===== config.mk =====
export PLATFORM = sky130hd
export DESIGN_NAME = command_frame_receiver_unit
export DESIGN_NICKNAME = d
export VERILOG_FILES = /design/src/rtl/cfr_pkg.sv /design/src/rtl/command_frame_receiver_unit.sv /design/src/rtl/cfr_front.sv /design/src/rtl/cfr_queue.sv /design/src/rtl/cfr_back.sv
export SDC_FILE = /design/constraint.sdc
export NUM_CORES = 1
export LEC_CHECK = 0
export CELL_PAD_IN_SITES_DETAIL_PLACEMENT = 1
export CELL_PAD_IN_SITES_GLOBAL_PLACEMENT = 1
export CORE_ASPECT_RATIO = 1.75
export CORE_MARGIN = 5
export CORE_UTILIZATION = 33
export DETAILED_ROUTE_END_ITERATION = 16
export DONT_BUFFER_PORTS = 1
export HOLD_SLACK_MARGIN = 0.08
export PLACE_DENSITY_LB_ADDON = 0.2
export SLEW_MARGIN = 10
export SYNTH_ARGS = -nofsm -noshare
export SYNTH_HDL_FRONTEND = slang
export SYNTH_HIERARCHICAL = 1
export SYNTH_SLANG_ARGS = --single-unit
export TNS_END_PERCENT = 20

===== constraint.sdc =====
create_clock -name clk -period 8 [get_ports clk]
set_clock_uncertainty 0.2 [all_clocks]
set_input_delay 0.4 -clock clk [delete_from_list [all_inputs] [get_ports clk]]
set_output_delay 0.4 -clock clk [all_outputs]
set_load 0.005 [all_outputs]

===== src/rtl/cfr_pkg.sv =====
// Shared types, constants and helper functions for the command frame receiver.
// No dependencies.
`default_nettype none

package cfr_pkg;

    localparam int QUEUE_DEPTH = 2;
    localparam int FRAME_BYTES = 9;

    localparam logic [7:0] DEVICE_ID_RESET = 8'd1;

    localparam logic [7:0] CMD_FITNESS  = 8'h64;
    localparam logic [7:0] CMD_LIMITS   = 8'h50;
    localparam logic [7:0] CMD_CRASH    = 8'h51;
    localparam logic [7:0] CMD_IGNORE_A = 8'h70;
    localparam logic [7:0] CMD_IGNORE_B = 8'h05;

    localparam logic [3:0] POS_ID  = 4'd0;
    localparam logic [3:0] POS_CMD = 4'd1;
    localparam logic [3:0] POS_CRC = 4'd9;

    localparam logic [3:0] SET_MODE         = 4'd0;
    localparam logic [3:0] SET_TORQUE_L     = 4'd1;
    localparam logic [3:0] SET_TORQUE_R     = 4'd2;
    localparam logic [3:0] SET_CLEAR_L      = 4'd3;
    localparam logic [3:0] SET_CLEAR_R      = 4'd4;
    localparam logic [3:0] SET_LIM_SPEED    = 4'd5;
    localparam logic [3:0] SET_LIM_DIST     = 4'd6;
    localparam logic [3:0] SET_LIM_FORCE_L  = 4'd7;
    localparam logic [3:0] SET_LIM_FORCE_R  = 4'd8;
    localparam logic [3:0] SET_LIM_LEVEL    = 4'd9;
    localparam logic [3:0] SET_LIM_LOW      = 4'd10;
    localparam logic [3:0] SET_LIM_HIGH     = 4'd11;
    localparam logic [3:0] SET_CRASH_SPEED  = 4'd12;

    localparam logic [7:0] CLEAR_CODE_L = 8'd1;
    localparam logic [7:0] CLEAR_CODE_R = 8'd2;

    localparam logic [7:0] FIT_TORQUE_MAX  = 8'd80;
    localparam logic [7:0] LIM_SPEED_MAX   = 8'd30;
    localparam logic [7:0] LIM_DIST_MAX    = 8'd200;
    localparam logic [7:0] LIM_FORCE_MAX   = 8'd50;
    localparam logic [7:0] LIM_LEVEL_MAX   = 8'd6;
    localparam logic [7:0] LIM_LOW_MIN     = 8'd4;
    localparam logic [7:0] LIM_LOW_MAX     = 8'd14;
    localparam logic [7:0] LIM_HIGH_MIN    = 8'd3;
    localparam logic [7:0] LIM_HIGH_MAX    = 8'd40;
    localparam logic [7:0] CRASH_SPEED_MAX = 8'd200;

    localparam logic [15:0] SCALE_UNIT  = 16'd1;
    localparam logic [15:0] SCALE_198   = 16'd198;
    localparam logic [15:0] SCALE_20    = 16'd20;
    // x*2048/28 = x*512/7, done as (x*37450)>>9, exact for x <= 50
    localparam logic [15:0] SCALE_RECIP = 16'd37450;
    localparam int          RECIP_SHIFT = 9;

    typedef enum logic [1:0] {
        OP_FITNESS,
        OP_LIMITS,
        OP_CRASH
    } op_t;

    typedef enum logic [1:0] {
        BK_IDLE,
        BK_SET,
        BK_ECHO
    } back_state_t;

    typedef struct packed {
        op_t                          op;
        logic [7:0]                   arg;
        logic [FRAME_BYTES-1:0][7:0]  bytes;
    } job_t;

    // CRC-8/MAXIM, reflected poly 0x31
    function automatic logic [7:0] crc_update(input logic [7:0] crc, input logic [7:0] b);
        logic [7:0] c;
        c = crc ^ b;
        for (int i = 0; i < 8; i++) begin
            c = c[0] ? ((c >> 1) ^ 8'h8C) : (c >> 1);
        end
        return c;
    endfunction

    function automatic logic [7:0] clamp8(input logic [7:0] v, input logic [7:0] lo,
                                          input logic [7:0] hi);
        logic [7:0] r;
        r = v;
        if (v < lo) begin
            r = lo;
        end else if (v > hi) begin
            r = hi;
        end
        return r;
    endfunction

    function automatic logic cmd_known(input logic [7:0] b);
        return (b == CMD_FITNESS) || (b == CMD_LIMITS) || (b == CMD_CRASH) ||
               (b == CMD_IGNORE_A) || (b == CMD_IGNORE_B);
    endfunction

endpackage

`default_nettype wire


===== src/rtl/command_frame_receiver_unit.sv =====
// Top level of the command frame receiver: front end, job queue, back end.
// Depends on cfr_pkg, cfr_front, cfr_queue, cfr_back.
//
//   channel  | handshake             | payload
//   ---------+-----------------------+---------------------------------------------
//   in       | in_valid / in_stall   | rx_byte, start_mode_active
//   out      | out_valid / out_stall | out_kind, setting_index, setting_value,
//            |                       | reply_byte, last
//   cfg      | cfg_valid / cfg_ready | cfg_data (device id)
//
// One byte is taken per cycle while in_stall is low; a frame's final byte queues its job the
// same cycle, if the frame yields one. The back-end sequencer loads a job, then gives one
// result per unstalled cycle: up to 17 results per frame.
// in_stall rises only while the job queue is full (QueueDepth frames pending).
// Reset clears control state and sets the device id to 1; no clearing pass.
`default_nettype none

module command_frame_receiver_unit
    import cfr_pkg::*;
#(
    parameter int QueueDepth = QUEUE_DEPTH
)
(
    input  wire logic        clk,
    input  wire logic        rst_n,
    input  wire logic        in_valid,
    output logic             in_stall,
    input  wire logic [7:0]  rx_byte,
    input  wire logic        start_mode_active,
    output logic             out_valid,
    input  wire logic        out_stall,
    output logic             out_kind,
    output logic [3:0]       setting_index,
    output logic [13:0]      setting_value,
    output logic [7:0]       reply_byte,
    output logic             last,
    input  wire logic        cfg_valid,
    output logic             cfg_ready,
    input  wire logic [7:0]  cfg_data
);

    logic accept;
    logic push, pop, full, empty;
    job_t push_job, head_job;

    assign cfg_ready = 1'b1;
    assign in_stall  = full;
    assign accept    = in_valid && !in_stall;

    cfr_front u_front (
        .clk               (clk),
        .rst_n             (rst_n),
        .cfg_write         (cfg_valid && cfg_ready),
        .cfg_data          (cfg_data),
        .accept            (accept),
        .rx_byte           (rx_byte),
        .start_mode_active (start_mode_active),
        .push              (push),
        .job               (push_job)
    );

    cfr_queue #(
        .Depth (QueueDepth)
    ) u_queue (
        .clk      (clk),
        .rst_n    (rst_n),
        .push     (push),
        .push_job (push_job),
        .full     (full),
        .pop      (pop),
        .pop_job  (head_job),
        .empty    (empty)
    );

    cfr_back u_back (
        .clk           (clk),
        .rst_n         (rst_n),
        .empty         (empty),
        .head_job      (head_job),
        .pop           (pop),
        .out_valid     (out_valid),
        .out_stall     (out_stall),
        .out_kind      (out_kind),
        .setting_index (setting_index),
        .setting_value (setting_value),
        .reply_byte    (reply_byte),
        .last          (last)
    );

endmodule

`default_nettype wire


===== src/rtl/cfr_front.sv =====
// Front end: byte hunt, frame capture, running CRC and job classification.
// Depends on cfr_pkg.
`default_nettype none

module cfr_front
    import cfr_pkg::*;
(
    input  wire logic       clk,
    input  wire logic       rst_n,
    input  wire logic       cfg_write,
    input  wire logic [7:0] cfg_data,
    input  wire logic       accept,
    input  wire logic [7:0] rx_byte,
    input  wire logic       start_mode_active,
    output logic            push,
    output job_t            job
);

    logic [7:0] device_id_reg;
    logic [3:0] pos_reg, pos_next;
    logic [7:0] crc_reg, crc_next;
    logic [7:0] bytes_reg [FRAME_BYTES];
    logic       store;
    logic       job_ok;

    always_ff @(posedge clk or negedge rst_n) begin
        if (!rst_n) begin
            device_id_reg <= DEVICE_ID_RESET;
            pos_reg       <= POS_ID;
            crc_reg       <= 8'd0;
        end else begin
            if (cfg_write) begin
                device_id_reg <= cfg_data;
            end
            pos_reg <= pos_next;
            crc_reg <= crc_next;
        end
    end

    always_ff @(posedge clk) begin
        if (store) begin
            bytes_reg[pos_reg] <= rx_byte;
        end
    end

    always_comb begin
        pos_next = pos_reg;
        crc_next = crc_reg;
        store    = 1'b0;
        push     = 1'b0;
        if (accept) begin
            priority if (pos_reg == POS_ID) begin
                if (rx_byte == device_id_reg) begin
                    store    = 1'b1;
                    crc_next = crc_update(8'd0, rx_byte);
                    pos_next = POS_CMD;
                end
            end else if (bytes_reg[0] != device_id_reg) begin
                pos_next = POS_ID;
            end else if (pos_reg == POS_CMD && !cmd_known(rx_byte)) begin
                pos_next = POS_ID;
            end else if (pos_reg < POS_CRC) begin
                store    = 1'b1;
                crc_next = crc_update(crc_reg, rx_byte);
                pos_next = pos_reg + 4'd1;
            end else begin
                pos_next = POS_ID;
                push     = (rx_byte == crc_reg) && job_ok;
            end
        end
    end

    always_comb begin
        job.bytes[0] = bytes_reg[0];
        job.bytes[1] = bytes_reg[1];
        job.arg      = clamp8(bytes_reg[2], 8'd0, CRASH_SPEED_MAX);
        for (int i = 2; i < FRAME_BYTES; i++) begin
            job.bytes[i] = bytes_reg[i];
        end
        priority if (bytes_reg[1] == CMD_FITNESS) begin
            job.op       = OP_FITNESS;
            job_ok       = !start_mode_active;
            job.bytes[3] = clamp8(bytes_reg[3], 8'd0, FIT_TORQUE_MAX);
            job.bytes[6] = clamp8(bytes_reg[6], 8'd0, FIT_TORQUE_MAX);
        end else if (bytes_reg[1] == CMD_LIMITS) begin
            job.op       = OP_LIMITS;
            job_ok       = 1'b1;
            job.bytes[2] = clamp8(bytes_reg[2], 8'd0, LIM_SPEED_MAX);
            job.bytes[3] = clamp8(bytes_reg[3], 8'd0, LIM_DIST_MAX);
            job.bytes[4] = clamp8(bytes_reg[4], 8'd0, LIM_FORCE_MAX);
            job.bytes[5] = clamp8(bytes_reg[5], 8'd0, LIM_FORCE_MAX);
            job.bytes[6] = clamp8(bytes_reg[6], 8'd0, LIM_LEVEL_MAX);
            job.bytes[7] = clamp8(bytes_reg[7], LIM_LOW_MIN, LIM_LOW_MAX);
            job.bytes[8] = clamp8(bytes_reg[8], LIM_HIGH_MIN, LIM_HIGH_MAX);
        end else if (bytes_reg[1] == CMD_CRASH) begin
            job.op = OP_CRASH;
            job_ok = 1'b1;
            for (int i = 2; i < FRAME_BYTES; i++) begin
                job.bytes[i] = 8'd0;
            end
        end else begin
            // ignored commands: consumed, no job
            job.op = OP_FITNESS;
            job_ok = 1'b0;
        end
    end

endmodule

`default_nettype wire


===== src/rtl/cfr_queue.sv =====
// Small job FIFO between front and back end.
// Depends on cfr_pkg.
`default_nettype none

module cfr_queue
    import cfr_pkg::*;
#(
    parameter int Depth = QUEUE_DEPTH
)
(
    input  wire logic clk,
    input  wire logic rst_n,
    input  wire logic push,
    input  job_t      push_job,
    output logic      full,
    input  wire logic pop,
    output job_t      pop_job,
    output logic      empty
);

    localparam int PtrW = $clog2(Depth);
    localparam int CntW = $clog2(Depth + 1);

    job_t            mem [Depth];
    logic [PtrW-1:0] wr_ptr_reg, rd_ptr_reg;
    logic [CntW-1:0] count_reg;
    logic            do_push, do_pop;

    assign full    = (count_reg == CntW'(Depth));
    assign empty   = (count_reg == '0);
    assign do_push = push && !full;
    assign do_pop  = pop && !empty;
    assign pop_job = mem[rd_ptr_reg];

    always_ff @(posedge clk) begin
        if (do_push) begin
            mem[wr_ptr_reg] <= push_job;
        end
    end

    always_ff @(posedge clk or negedge rst_n) begin
        if (!rst_n) begin
            wr_ptr_reg <= '0;
            rd_ptr_reg <= '0;
            count_reg  <= '0;
        end else begin
            if (do_push) begin
                wr_ptr_reg <= (wr_ptr_reg == PtrW'(Depth - 1)) ? '0 : wr_ptr_reg + PtrW'(1);
            end
            if (do_pop) begin
                rd_ptr_reg <= (rd_ptr_reg == PtrW'(Depth - 1)) ? '0 : rd_ptr_reg + PtrW'(1);
            end
            unique case ({do_push, do_pop})
                2'b10:   count_reg <= count_reg + CntW'(1);
                2'b01:   count_reg <= count_reg - CntW'(1);
                default: count_reg <= count_reg;
            endcase
        end
    end

endmodule

`default_nettype wire


===== src/rtl/cfr_back.sv =====
// Back end: walks a job through its setting writes and the echo reply.
// Depends on cfr_pkg.
`default_nettype none

module cfr_back
    import cfr_pkg::*;
(
    input  wire logic        clk,
    input  wire logic        rst_n,
    input  wire logic        empty,
    input  job_t             head_job,
    output logic             pop,
    output logic             out_valid,
    input  wire logic        out_stall,
    output logic             out_kind,
    output logic [3:0]       setting_index,
    output logic [13:0]      setting_value,
    output logic [7:0]       reply_byte,
    output logic             last
);

    back_state_t state_reg, state_next;
    job_t        job_reg, job_next;
    logic [3:0]  idx_reg, idx_next;
    logic [3:0]  epos_reg, epos_next;
    logic [7:0]  crc_reg, crc_next;

    logic        out_valid_reg, out_valid_next;
    logic        kind_reg, kind_next;
    logic [3:0]  sidx_reg, sidx_next;
    logic [13:0] sval_reg, sval_next;
    logic [7:0]  rb_reg, rb_next;
    logic        last_reg, last_next;

    logic        advance, load_out;
    logic [7:0]  mult_a;
    logic [15:0] mult_k;
    logic        use_recip;
    logic [23:0] product;
    logic [13:0] scaled;

    assign advance = !out_valid_reg || !out_stall;

    always_comb begin
        mult_a    = 8'd0;
        mult_k    = SCALE_UNIT;
        use_recip = 1'b0;
        case (idx_reg)
            SET_MODE:        begin mult_a = job_reg.bytes[2]; mult_k = SCALE_UNIT; end
            SET_TORQUE_L:    begin mult_a = job_reg.bytes[3]; mult_k = SCALE_198; end
            SET_TORQUE_R:    begin mult_a = job_reg.bytes[6]; mult_k = SCALE_198; end
            SET_LIM_SPEED:   begin mult_a = job_reg.bytes[2]; mult_k = SCALE_20; end
            SET_LIM_DIST:    begin mult_a = job_reg.bytes[3]; mult_k = SCALE_20; end
            SET_LIM_FORCE_L: begin
                mult_a    = job_reg.bytes[4];
                mult_k    = SCALE_RECIP;
                use_recip = 1'b1;
            end
            SET_LIM_FORCE_R: begin
                mult_a    = job_reg.bytes[5];
                mult_k    = SCALE_RECIP;
                use_recip = 1'b1;
            end
            SET_LIM_LEVEL:   begin mult_a = job_reg.bytes[6]; mult_k = SCALE_198; end
            SET_LIM_LOW:     begin mult_a = job_reg.bytes[7]; mult_k = SCALE_198; end
            SET_LIM_HIGH:    begin mult_a = job_reg.bytes[8]; mult_k = SCALE_198; end
            SET_CRASH_SPEED: begin mult_a = job_reg.arg;      mult_k = SCALE_20; end
            default:         begin mult_a = 8'd0;             mult_k = SCALE_UNIT; end
        endcase
        product = 24'(mult_a) * 24'(mult_k);
        scaled  = use_recip ? 14'(product >> RECIP_SHIFT) : 14'(product);
    end

    always_ff @(posedge clk or negedge rst_n) begin
        if (!rst_n) begin
            state_reg     <= BK_IDLE;
            out_valid_reg <= 1'b0;
        end else begin
            state_reg     <= state_next;
            out_valid_reg <= out_valid_next;
        end
    end

    always_ff @(posedge clk) begin
        job_reg  <= job_next;
        idx_reg  <= idx_next;
        epos_reg <= epos_next;
        crc_reg  <= crc_next;
        kind_reg <= kind_next;
        sidx_reg <= sidx_next;
        sval_reg <= sval_next;
        rb_reg   <= rb_next;
        last_reg <= last_next;
    end

    always_comb begin
        state_next = state_reg;
        job_next   = job_reg;
        idx_next   = idx_reg;
        epos_next  = epos_reg;
        crc_next   = crc_reg;
        kind_next  = kind_reg;
        sidx_next  = sidx_reg;
        sval_next  = sval_reg;
        rb_next    = rb_reg;
        last_next  = last_reg;
        pop        = 1'b0;
        load_out   = 1'b0;

        unique case (state_reg)
            BK_IDLE: begin
                if (!empty) begin
                    pop        = 1'b1;
                    job_next   = head_job;
                    state_next = BK_SET;
                    unique case (head_job.op)
                        OP_LIMITS: idx_next = SET_LIM_SPEED;
                        OP_CRASH:  idx_next = SET_CRASH_SPEED;
                        default:   idx_next = SET_MODE;
                    endcase
                end
            end
            BK_SET: begin
                if (advance) begin
                    load_out  = 1'b1;
                    kind_next = 1'b1;
                    sidx_next = idx_reg;
                    sval_next = scaled;
                    rb_next   = 8'd0;
                    last_next = 1'b0;
                    epos_next = 4'd0;
                    crc_next  = 8'd0;
                    unique case (job_reg.op)
                        OP_FITNESS: begin
                            priority if (idx_reg == SET_TORQUE_R) begin
                                priority if (job_reg.bytes[7] == CLEAR_CODE_L) begin
                                    idx_next = SET_CLEAR_L;
                                end else if (job_reg.bytes[7] == CLEAR_CODE_R) begin
                                    idx_next = SET_CLEAR_R;
                                end else begin
                                    state_next = BK_ECHO;
                                end
                            end else if (idx_reg == SET_CLEAR_L || idx_reg == SET_CLEAR_R) begin
                                state_next = BK_ECHO;
                            end else begin
                                idx_next = idx_reg + 4'd1;
                            end
                        end
                        OP_LIMITS: begin
                            if (idx_reg == SET_LIM_HIGH) begin
                                state_next = BK_ECHO;
                            end else begin
                                idx_next = idx_reg + 4'd1;
                            end
                        end
                        default: state_next = BK_ECHO;
                    endcase
                end
            end
            BK_ECHO: begin
                if (advance) begin
                    load_out  = 1'b1;
                    kind_next = 1'b0;
                    sidx_next = 4'd0;
                    sval_next = 14'd0;
                    if (epos_reg == POS_CRC) begin
                        rb_next    = crc_reg;
                        last_next  = 1'b1;
                        state_next = BK_IDLE;
                    end else begin
                        rb_next   = job_reg.bytes[epos_reg];
                        last_next = 1'b0;
                        crc_next  = crc_update(crc_reg, job_reg.bytes[epos_reg]);
                        epos_next = epos_reg + 4'd1;
                    end
                end
            end
            default: state_next = BK_IDLE;
        endcase

        if (load_out) begin
            out_valid_next = 1'b1;
        end else if (!out_stall) begin
            out_valid_next = 1'b0;
        end else begin
            out_valid_next = out_valid_reg;
        end
    end

    assign out_valid     = out_valid_reg;
    assign out_kind      = kind_reg;
    assign setting_index = sidx_reg;
    assign setting_value = sval_reg;
    assign reply_byte    = rb_reg;
    assign last          = last_reg;

endmodule

`default_nettype wire


# Word-level counts from Yosys, hierarchy flattened

Memories as Yosys holds them, arrays and structs flattened.
Index checks and enable logic that the tools add are counted.

Bits in registers: 153
Memory bits (writable): 236
Output and inout bits: 31
Word-level logic and storage cells: 315
Memories: 2

Memories:

| memory            | words | width | read ports | clocked after Yosys merged registers in | wr ports | RTL line        | RTL |
|---|---|---|---|---|---|---|---|
| u_queue.mem       | 2     | 82    | 1          | 0                                       | 1        | cfr_queue.sv:24 | `job_t mem [Depth];` |
| u_front.bytes_reg | 9     | 8     | 9          | 0                                       | 1        | cfr_front.sv:22 | `logic [7:0] bytes_reg [FRAME_BYTES];` |

Add/subtract/negate cells: 7
Multiply operators: 1
Order comparisons: 19
Equality and inequality tests: 52
Muxes and demuxes: 140
Bitwise logic cells: 27
Reduce and logical (&&, ||, !) cells: 40

Operators with widths:

| operator           | count |
|---|---|
| $mux 8             | 58 |
| $mux 56            | 2 |
| $not 2->3          | 24 |
| $mux 4             | 16 |
| $pmux 8 s8         | 1 |
| $eq 8x7->1 const B | 7 |
| $pmux 16 s3        | 1 |
| $mux 14            | 3 |
| $lt 8x1->1 const B | 5 |
| $pmux 4 s2         | 5 |
| $bmux 8 s4         | 1 |
| $mux 16            | 2 |
| $pmux 8 s2         | 2 |
| $mux 1             | 31 |
| $pmux 14 s2        | 1 |
| $eq 4x4->1 const B | 6 |
| $gt 8x6->1 const B | 3 |
| $mux 2             | 12 |
| $mul 8x16->23      | 1 |
| $eq 4x3->1 const B | 4 |
| $eq 8x8->1         | 2 |
| $gt 8x7->1 const B | 2 |
| $gt 8x8->1 const B | 2 |
| $xor 8x8->8        | 2 |
| 46 further kinds   | 93 |

# Longest topological paths before layout

Depth after elaboration: 22
Depth in mapped cells: 26

# Modules after synthesis

Netlist, hierarchy kept.

By module, submodules not included:

| module                      | instances | cells each | area an instance (um^2) |
|---|---|---|---|
| cfr_back                    | 1         | 760        | 8728.4 |
| cfr_queue                   | 1         | 273        | 6461.2 |
| cfr_front                   | 1         | 414        | 4904.7 |
| command_frame_receiver_unit | 1         | 3          | 25.0 |

# Worst setup path after synthesis

OpenSTA, ideal clock, no wires.

Path kind: register -> register
Start point: register u_back.idx_reg[0]
End point: register u_back.sval_reg[11] (netlist: u_back/setting_value[11]) (data pin)
Setup time: 256 ps
Arrival time: 5831 ps
Required time: 7544 ps
Path slack: 1713 ps
Cell stages (with the launch flop): 25
Cell sequence: edfxtp_1 inv_1 ha_1 clkbuf_1 nand2_1 nor2_1 a222oi_1 and2_0 or2_2 fa_1 inv_1 fa_1 inv_1 fa_1 fa_1 inv_1 ha_1 a21oi_1 o211ai_1 and4_1 a31o_2 nor4_1 o21bai_1 xor2_1 a22o_1

Cells in the longest elaborated chain, start to end: 7
Elaborated cells between the ends (all ways): 24
Those cells by class: mul (1); eq/ne (10); mux (6); reduce/logical (7)

RTL lines:

| element                                                        | RTL line        | RTL |
|---|---|---|
| from (decl)                                                    | cfr_back.sv:24  | `logic [3:0] idx_reg, idx_next;` |
| from (signal assigned)                                         | cfr_back.sv:86  | `idx_reg <= idx_next;` |
| $eq 4x1->1, or another cell as far along                       | cfr_back.sv:48  | `case (idx_reg)` |
| $reduce_or 5->1 (no source line), or another cell as far along | -               |  |
| $pmux 16 s3 / $pmux 8 s8 (equally long branches)               | cfr_back.sv:48  |  |
| $mul 8x16->23                                                  | cfr_back.sv:70  | `product = 24'(mult_a) * 24'(mult_k);` |
| $mux 14 *                                                      | cfr_back.sv:71  | `scaled = use_recip ? 14'(product >> RECIP_SHIFT) : 14'(product);` |
| $mux 14 *                                                      | cfr_back.sv:124 | `if (advance) begin` |
| $pmux 14 s2 *                                                  | cfr_back.sv:110 | `unique case (state_reg)` |
| to (signal assigned)                                           | cfr_back.sv:91  | `sval_reg <= sval_next;` |
| to (decl)                                                      | cfr_back.sv:31  | `logic [13:0] sval_reg, sval_next;` |

Every way passes the cells marked *; elsewhere a longest branch is shown, timed or not. The select of a mux whose other input is x is not followed.
A chain may end at the register's enable or synchronous reset.

# Worst setup path in the final report

Start point: register u_back.idx_reg[2]
End point: register u_back.sval_reg[6] (netlist: u_back/setting_value[6]) (data pin)

Same word-level chain as after synthesis.

==> impl_metrics.yaml <==
floorplanning:
  die_h_um: 336.6
  dieArea_um2: 66200
  placementRows: 119
  io_pins: 53
  die_w_um: 196.7
  core-area_um2: 60300
  initial_core_util: 0.3336
pwr:
  finalPower_mw: 8.190
  p_per_area_nw_per_um2: 364.7
  power.leakage_nw: 8.346
  peakVddDrop_mv: 0.2854
finish:
  ff_latch_area_um2: 11550
  multi_input_area_um2: 7761
  syn2layout_area_growth_pct: 11.64
  largest_reg_flops: 164
  final_common_cell: "edfxtp_1"
  drive_above_1_share: 0.1477
  fillers: 6189
  antennaDiodeCount: 0
  final_cell_mix: "362 x edfxtp_1, 116 x inv_1, 113 x nor2_1, 80 x ha_1, 71 x mux2_4"
  instances_no_fill: 2296
  nNetsFinal: 1618
sta:
  rsz0062_at_grt: "false"
  clock.fmax_mhz: 137.9
  min_period_ps: 7252
  relSlewSlack: 0.1786
  slew_viol_final: 0
  hold_violations: 0
  post-route-period-util: 0.9065
  fin_tns_setup_ps: 0
  tightestPinTransition_ps: 1215
  finalSetupViolations: 0
detailed_routing:
  vias: 11454
  wl_per_cell_um: 23.70
  drc: 0
  first_pass_iters: 5
  final_antenna_net_count: 0
  first_iter_violations: 451
  via_per_inst: 4.989
  routed_wl_um: 54400
worst_setup_path:
  cp_max_fo: 16
  max_stage_delay_ps: 630
  worst_setup_path_end_kind: "flop"
  reg2reg_depth: 21
  critPathBufInv: 4
  rr_endpoint: "u_back/setting_value[6]"
  path_delay_family: "adder cells"
  worstSetupPathType: "reg -> reg"
  crit_chain: "nor2b_1, nand2_1, o21a_1, and2_1, nand2_1, or2_2, fa_1, fa_1, inv_1, fa_1, inv_1, fa_1, inv_1, ha_1, inv_1, a21oi_1, o211a_1, o21ai_0, a21oi_1, or3_1, a32o_1"
  rrSetupSlack_ps: 750
  slowest_stage: "edfxtp_1"
  regToRegStartpoint: "u_back/idx_reg[2]"
  arrival_ps: 7360
  cp-start-kind: "flop"
  cp.required_ps: 8110
placed_design:
  port_buffers: 0
  dp_cells: 2192
  gp_congestion: 0.8996
  dpl.hpwl_um: 40630
global_route:
  grt_pass1_wl_um: 80300
  antenna_found_initial: 0
  grt_pass1_vias: 12778
  grt_use_met1: 0.1479
  grt_use_met2: 0.3428
  busiest_layer: "met2"
  grt_max_degree: 83
  grt_use_total: 0.1634
  grt_use_met3: 0.01919
  overflow: 0
logic_synthesis:
  synth_nets: 1590
  syn-cell-area_um2: 20120
  yosys.cell_types.count: 91
  synth_seq_area_share: 0.5739
  ys_async_sr_fraction: 0.06941
  synth_area_per_cell_um2: 13.88
  synthCells: 1450
  yosysWarnings: 6
  ys_ff_latch: 389
  synth_ff_type: "edfxtp_1"
  synth_edf_count: 362
flow_run:
  maxCapViolCount: 0
clocking:
  cts_resized: 0
  clk_latency_ps: 580
  root_buffer: "clkbuf_16"
  numCtsBuffers: 40
  postCtsSetupBuffers: 0
  clock_path_buffers: 3
  cts_hold_buffers: 30
  h-tree-depth: 2
  clk_pin_slew_ps: 70
  cts_tree: "done"
  clock_sinks: 389
run_status:
  status: "finished clean"
min_path:
  hold_start: "rx_byte[0]"
  holdPathStages: 4
  hold_class: "in -> reg"
  hold_end: "u_front/crc_reg[2]"
## per-layer routing
metal | routed length [µm] | part of all wire
met3 | 1260 | 0.023
met1 | 17590 | 0.32
met2 | 32510 | 0.60
met5 | 0 | 0
met4 | 3048 | 0.056
## cells in the mapped netlist, types with 4 or more instances
master / n / area share
dfrtp_1: 26 / 0.032
a222oi_1: 12 / 0.0060
xnor2_1: 61 / 0.027
mux2_2: 23 / 0.013
ha_1: 80 / 0.050
nor2_1: 114 / 0.021
buf_12: 7 / 0.0070
nand4_1: 9 / 0.0028
nor4_1: 14 / 0.0044
buf_6: 5 / 0.0028
or2_2: 8 / 0.0025
inv_1: 116 / 0.022
and3_1: 12 / 0.0037
nand2b_1: 13 / 0.0040
a21oi_1: 41 / 0.010
nand2_1: 69 / 0.013
xor2_1: 38 / 0.017
clkbuf_1: 30 / 0.0056
nor2b_1: 20 / 0.0062
mux4_2: 8 / 0.0090
or3_1: 4 / 0.0012
and2_1: 24 / 0.0075
mux4_1: 4 / 0.0052
mux2_4: 71 / 0.053
nand3_1: 14 / 0.0035
o31a_1: 4 / 0.0017
a22oi_1: 5 / 0.0019
mux2_1: 5 / 0.0028
buf_2: 13 / 0.0032
mux2i_1: 18 / 0.0090
o21a_1: 8 / 0.0030
o21bai_1: 4 / 0.0015
edfxtp_1: 362 / 0.54
a22o_1: 27 / 0.012
fa_1: 38 / 0.038
nor3_1: 8 / 0.0020
a21o_1: 14 / 0.0052
o21ai_0: 38 / 0.0095
nor4b_2: 4 / 0.0030
## stage by stage
stage | worst slack (ps) | area [µm²] | hold slack, ps | utilization
global placement | 953.7 | 20870 | -94.59 | 0.3461
detailed placement | 766.0 | 20870 | -94.57 | 0.3461
CTS | 742.6 | 22460 | 81.41 | 0.3725
floorplan | 1713 | 20120 | -95.59 | -
global route | 339.8 | 22460 | 138.7 | 0.3725
finish | 748.0 | 22460 | 119.4 | 0.3725
## cell families after synthesis
family | count (synthesis) | synth area share
mux | 129 | 0.09179
flops | 389 | 0.5739
fa+ha+maj | 118 | 0.08756
xor+xnor | 102 | 0.04583
compound gates | 199 | 0.07245
other cells | 1 | 0.0001864
buf+inv | 177 | 0.04191
simple gates | 335 | 0.08632
## final cells by class
type / instances / share of cell area
well taps: 786 / 0.04379
repair buffers: 46 / 0.02017
clock inverters: 21 / 0.008133
inverters: 117 / 0.01955
multi-input cells: 884 / 0.3456
clock buffers: 53 / 0.04852
flip-flops and latches: 389 / 0.5143
## worst max path at each step
stage	startpoint	end	slack, ps	depth (start not counted)
2_1_floorplan	u_back/idx_reg[0]	u_back/setting_value[11]	1710	24
5_1_grt	u_back/idx_reg[0]	u_back/setting_value[7]	340	23
3_3_place_gp	u_back/idx_reg[2]	u_back/setting_value[6]	950	21
3_5_place_dp	u_back/idx_reg[0]	u_back/setting_value[6]	770	22
4_1_cts	u_back/idx_reg[0]	u_back/setting_value[6]	740	22
6_report	u_back/idx_reg[2]	u_back/setting_value[6]	750	21
## worst register-to-register path: cells and delay by family (launching register included)
family	cells	cell delay, ps
AOI/OAI and AO/OA	6	1620
and+or+nand+nor	6	1880
buffers and inverters	4	220
DFF	1	630
adders and majority gates	5	2420
## report_power, final
| part | internal (mW) | switching (mW) | total, mW |
|---|---|---|---|
| Sequential | 2.49 | 0.182 | 2.67 |
| Clock | 1.01 | 0.817 | 1.83 |
| Combinational | 1.46 | 2.23 | 3.69 |
| Total | 4.96 | 3.23 | 8.19 |
Note: power is estimated with default switching activity, not from simulation.
